## config.mk

```make
export PLATFORM = sky130hd
export DESIGN_NAME = tqh_ctrl
export DESIGN_NICKNAME = d
export VERILOG_FILES = /design/src/design/tqh_pkg.sv /design/src/design/tqh_ctrl.sv
export SDC_FILE = /design/constraint.sdc
export NUM_CORES = 1
export LEC_CHECK = 0
export BUFFER_PORTS_ARGS = -buffer_cell sky130_fd_sc_hd__buf_2
export CORE_AREA = 10 10 47 49
export CTS_CLUSTER_SIZE = 16
export DETAILED_ROUTE_END_ITERATION = 16
export DIE_AREA = 0 0 57 59
export GPL_TIMING_DRIVEN = 0
export PLACE_DENSITY = 0.31
export SLEW_MARGIN = 10
export SYNTH_ARGS = -nofsm -noshare
export SYNTH_HDL_FRONTEND = slang
export SYNTH_SLANG_ARGS = --single-unit
```

## constraint.sdc

```tcl
create_clock -name aclk -period 3.2 [get_ports aclk]
set_input_delay 0.32 -clock aclk [delete_from_list [all_inputs] [get_ports aclk]]
set_output_delay 0.32 -clock aclk [all_outputs]
set_load 0.005 [all_outputs]
```

## src/design/tqh_pkg.sv

```systemverilog
package tqh_pkg;

    // DEPTH must be a power of two: queue slots wrap by truncation.
    localparam int DEPTH = 64;
    localparam int AW    = $clog2(DEPTH);
    localparam int CW    = $clog2(DEPTH + 1);
    localparam int TW    = 32;

    typedef enum logic [3:0] {
        OP_ADD_BACK   = 4'd0,
        OP_ADD_FRONT  = 4'd1,
        OP_SERVE      = 4'd2,
        OP_UNDO       = 4'd3,
        OP_REDO       = 4'd4,
        OP_PEEK_QUEUE = 4'd5,
        OP_PEEK_HIST  = 4'd6,
        OP_LIST_QUEUE = 4'd7,
        OP_LIST_HIST  = 4'd8
    } op_t;

    typedef enum logic [2:0] {
        ST_OK           = 3'd0,
        ST_QUEUE_FULL   = 3'd1,
        ST_QUEUE_EMPTY  = 3'd2,
        ST_HIST_FULL    = 3'd3,
        ST_NO_UNDO      = 3'd4,
        ST_NO_REDO      = 3'd5,
        ST_HIST_EMPTY   = 3'd6
    } status_t;

    typedef struct packed {
        logic accept;     // latch the input word
        logic load_check; // emit add result or error result, apply add
        logic load_data;  // emit result from read data, apply stack moves
        logic step;       // advance list index
    } cmd_t;

    typedef struct packed {
        logic unknown;
        logic fail;
        logic is_add;
        logic is_list;
        logic list_last;
        logic out_free;
    } stat_t;

endpackage

```

## src/design/tqh_ctrl.sv

```systemverilog
module tqh_ctrl
    import tqh_pkg::*;
(
    input  logic  aclk,
    input  logic  aresetn,
    input  logic  s_tvalid,
    output logic  s_tready,
    input  stat_t stat,
    output cmd_t  cmd
);

    typedef enum logic [1:0] {
        S_IDLE,
        S_CHECK,
        S_DATA
    } state_t;

    state_t state_reg, state_next;

    always_ff @(posedge aclk) begin
        if (!aresetn) begin
            state_reg <= S_IDLE;
        end else begin
            state_reg <= state_next;
        end
    end

    assign s_tready = (state_reg == S_IDLE);

    always_comb begin
        state_next = state_reg;
        cmd        = '0;
        unique case (state_reg)
            S_IDLE: begin
                if (s_tvalid) begin
                    cmd.accept = 1'b1;
                    state_next = S_CHECK;
                end
            end
            S_CHECK: begin
                priority if (stat.unknown) begin
                    state_next = S_IDLE;
                end else if (stat.fail || stat.is_add) begin
                    if (stat.out_free) begin
                        cmd.load_check = 1'b1;
                        state_next     = S_IDLE;
                    end
                end else begin
                    state_next = S_DATA;
                end
            end
            S_DATA: begin
                if (stat.out_free) begin
                    cmd.load_data = 1'b1;
                    if (stat.is_list && !stat.list_last) begin
                        cmd.step   = 1'b1;
                        state_next = S_CHECK;
                    end else begin
                        state_next = S_IDLE;
                    end
                end
            end
            default: state_next = S_IDLE;
        endcase
    end

endmodule

```

# == Yosys cells after proc, flatten, opt, wreduce, memory -nomap -nowiden ==
# Index checks and enable logic that the tools add are counted.
# classes
n_shift,0
n_bitwise,0
n_mul,0
n_eq_ne,5
n_lt_le_gt_ge,0
n_reduce_logical,5
div_mod_pow,0
addsub,0
mux,16
# op_table
op,count
$mux W2,7
$mux W1,8
$pmux W2 S3,1
$ne A2 B2 Y1 const B,2
$ne A4 B4 Y1 const B,1
$reduce_and A3 Y1,1
$eq A2 B1 Y1 const B,1
$eq A2 B2 Y1 const B,1
$logic_not A2 Y1,1
$logic_and A1 B1 Y1,1
$logic_not A1 Y1,1
$logic_or A1 B1 Y1,1
# totals
romBits,0
wordCells,27
reg_bits,2
mem_bits_rw,0
latchBits,0
out_inout_bits,5
inputBits,9
n_memories,0

# == Logic depth before layout (Yosys ltp) ==
# depth
ltp_word,5
mapped_depth,3
mapped_depth_nobuf,3

# == Worst setup path after synthesis ==
# No wires, ideal clock.
# synth_path
kind,reg-to-output
start,register state_reg[1]
end,output port cmd[0] (netlist name)
arrival_time_ns,0.801
path_stages_with_launch,4
setup_slack_ns,2.079
n_path_buf,1
path_cell_list,dfxtp_1 buf_6 and3b_2 and3b_1
# synth_rtl
element,line_no,source
"start, declared",tqh_ctrl.sv:18,"state_t state_reg, state_next;"
"start signal, assigned",tqh_ctrl.sv:24,state_reg <= state_next;
"end, declared",tqh_ctrl.sv:9,output cmd_t cmd

==> PnR_summary.wiki <==
{| class="wikitable"
! Metric !! Value
|-
| WL met3 || 64 um
|-
| Worst slew slack as a fraction of its limit || 0.829
|-
| Effective utilization at floorplan || 0.121
|-
| Filler cell count in the final layout || 163
|-
| Share of synthesized area occupied by flip-flops and latches || 0.235
|-
| CTS tree || built
|-
| Clock transition at the registers of the reported paths || 30 ps
|-
| Global-route usage over all layers || 0.0388
|-
| Final slew viol count || 0
|-
| Mean instance size in the synthesized netlist || 9.45 um2
|-
| Via count of the routed design || 208
|-
| CP Class || reg -> out
|-
| Level count of the clock H-tree || 1
|-
| Hold depth || 2
|-
| Chip width || 57 um
|-
| Launch point of the critical path || state_reg[0]
|-
| Wire length reported by the detailed router || 601 um
|-
| Clk sinks || 2
|-
| Total standard cell area after synthesis || 170 um2
|-
| # IOs || 14
|-
| Top cell type by total area after synthesis || sky130_fd_sc_hd__dfxtp_1
|-
| Outcome || completed
|-
| Post-CTS Hold Fix Bufs || 0
|-
| Unrepaired setup endpoints after global routing || no
|-
| Seq. cell area || 40.0 um2
|-
| Placement Rows || 14
|-
| Number of synthesized register bits || 2
|-
| Antenna violations before repair || 0
|-
| Most frequent cells after synthesis || sky130_fd_sc_hd__dfxtp_1 (2), sky130_fd_sc_hd__nand2b_1 (2), sky130_fd_sc_hd__nor2_1 (2)
|-
| Nets@finish || 45
|-
| Endpoint with the worst hold slack || state_reg[1]
|-
| Number of enable flip-flop cells after synthesis || 0
|-
| Length of routed wiring on met1 || 248 um
|-
| Top metal layer carrying routed signals || met4
|-
| Met2 wirelength from detailed routing || 271 um
|-
| Worst setup slack for register-to-register paths || 2110 ps
|-
| Worst-path maximum fanout || 6
|-
| Final antenna-violating net count || 0
|-
| Number of buffers inserted by port buffering || 13
|-
| DP Cell Count || 47
|-
| Worst hold start || aresetn
|-
| Total power || 103 uW
|-
| Maximum buffer depth of the clock tree || 2
|-
| Synth Net Count || 27
|-
| Final Hold Violating Endpoints || 0
|-
| Layout cell share with drive strength beyond 1 || 0.588
|-
| Clock root buffer || sky130_fd_sc_hd__clkbuf_4
|-
| Portion of synthesized cell area occupied by the leading cell type || 0.235
|-
| Post-route insts no fill || 50
|-
| Post-synthesis to final-layout area growth || 63.2%
|-
| FMAX || 667 MHz
|-
| Max-capacitance violation count || 0
|-
| Largest cells by area after synthesis || sky130_fd_sc_hd__dfxtp_1 (24%), sky130_fd_sc_hd__mux2_4 (8.8%), sky130_fd_sc_hd__nand2b_1 (7.4%)
|-
| Clock buffers created by TritonCTS || 3
|-
| Global-route wire length before repair || 959 um
|-
| Period Utilization, post-route || 0.468
|-
| Number of distinct standard cells referenced by the synthesized netlist || 15
|-
| Worst hold slack || 337 ps
|-
| Setup clock skew after layout || 4.20 ps
|-
| WP data required || 2880 ps
|-
| Count of routing violations after the opening detailed-route iteration || 2
|-
| Average wire per standard cell || 12.0 um
|-
| Top flip-flop cell by instance count after synthesis || sky130_fd_sc_hd__dfxtp_1
|-
| Largest net degree at the start of global routing || 9
|-
| Number of detailed-routing iterations run before antenna repair || 2
|-
| Worst ir drop on vdd || 109 uV
|-
| Vias per cell || 4.16
|-
| Worst Reg2Reg Path Length in Cells || 3
|-
| Crit end category || output port
|-
| Synthesis Warnings || 0
|-
| Final core utilization || 0.198
|-
| Area of the die || 3360 um2
|-
| Post-route setup TNS || 0 ps
|-
| Clk Latency, worst-skew pair || 220 ps
|-
| Number of gates given a new drive strength after cts || 0
|-
| Power density cells || 369 nW/um2
|-
| Setup bufs post-CTS || 0
|-
| Leakage Power || 0.000133 uW
|-
| Slew at the pin closest to its max-slew limit || 254 ps
|-
| CP startpoint kind || register
|-
| Placeable core region || 1400 um2
|-
| Number of flip-flops under the largest register name || 2
|-
| Instance count of the mapped netlist || 18
|-
| Overall die height || 59 um
|-
| GP Congestion || 0.701
|-
| Arr. time, crit path || 1180 ps
|-
| # setup viols final || 0
|-
| Crit Reg-Reg Startpoint || state_reg[1]
|-
| Area occupied by multi-input gates || 119 um2
|-
| Grt total ovfl || 0
|-
| DRC Markers || 0
|-
| Via count of the first global-routing pass || 248
|-
| Ys async rst share || 0
|-
| Hold crit path type || in -> reg
|-
| Diodes inserted || 0
|-
| Final Critical Period || 1500 ps
|-
| Terminus of the critical flop-to-flop path || state_reg[0]
|}
worst max-delay path by stage:
stage / endpoint / slack, ps / cells after the start
6_report: cmd[2] / 1700 / 3
3_3_place_gp: cmd[2] / 1910 / 4
2_1_floorplan: cmd[0] / 2080 / 3
4_1_cts: cmd[2] / 1670 / 3
5_1_grt: cmd[2] / 1610 / 3
3_5_place_dp: cmd[2] / 1880 / 4
critical path: stages, from the launching register on:
cell and delay [ps]:
sky130_fd_sc_hd__dfxtp_1 410, sky130_fd_sc_hd__nand2b_1 130, sky130_fd_sc_hd__nor4b_1 250, sky130_fd_sc_hd__buf_2 170
cells in the final DEF, fill, tap and decap left out, drive strengths merged:
cell	count
nand2b	2
and3b	2
clkbuf	3
nor2	2
mux2	1
o21a	1
dfxtp	2
a21oi	1
nor3b	1
o221a	1
and2	1
nor4	2
nor4b	1
buf	14
layout make-up:
type,count,share of cell area
Multi-Input combinational cell,15,0.428
Timing Repair Buffer,13,0.234
Sequential cell,2,0.144
Clock buffer,3,0.0811
Tap cell,16,0.0721
Buffer,1,0.0405
metal layers:
| metal | up-vias | track usage |
|---|---|---|
| li1 | 102 | - |
| met1 | 93 | 0.0342 |
| met2 | 11 | 0.0496 |
| met3 | 2 | 0.0236 |
| met4 | 0 | 0.0604 |
| met5 | - | 0 |
report_power, final:
part / internal, uW / switching, uW / total, uW
Clock: 41.4 / 14.2 / 55.6
Sequential: 26.5 / 1.90 / 28.4
Combinational: 10.7 / 7.88 / 18.6
Total: 78.6 / 24.0 / 103
cells by family after synthesis:
group / after synthesis / share of synthesized area
DFF: 2 / 0.235
muxes: 1 / 0.0882
and+or+nand+nor: 11 / 0.471
AOI/OAI and AO/OA: 3 / 0.140
buffers and inverters: 1 / 0.0662
through the flow:
stage	setup slack (ps)	instance area, um2
2_1_floorplan	2080	170
3_3_place_gp	1910	255
3_5_place_dp	1880	255
4_1_cts	1670	278
5_1_grt	1610	278
6_report	1700	278
Note: power is estimated with default switching activity, not from simulation.
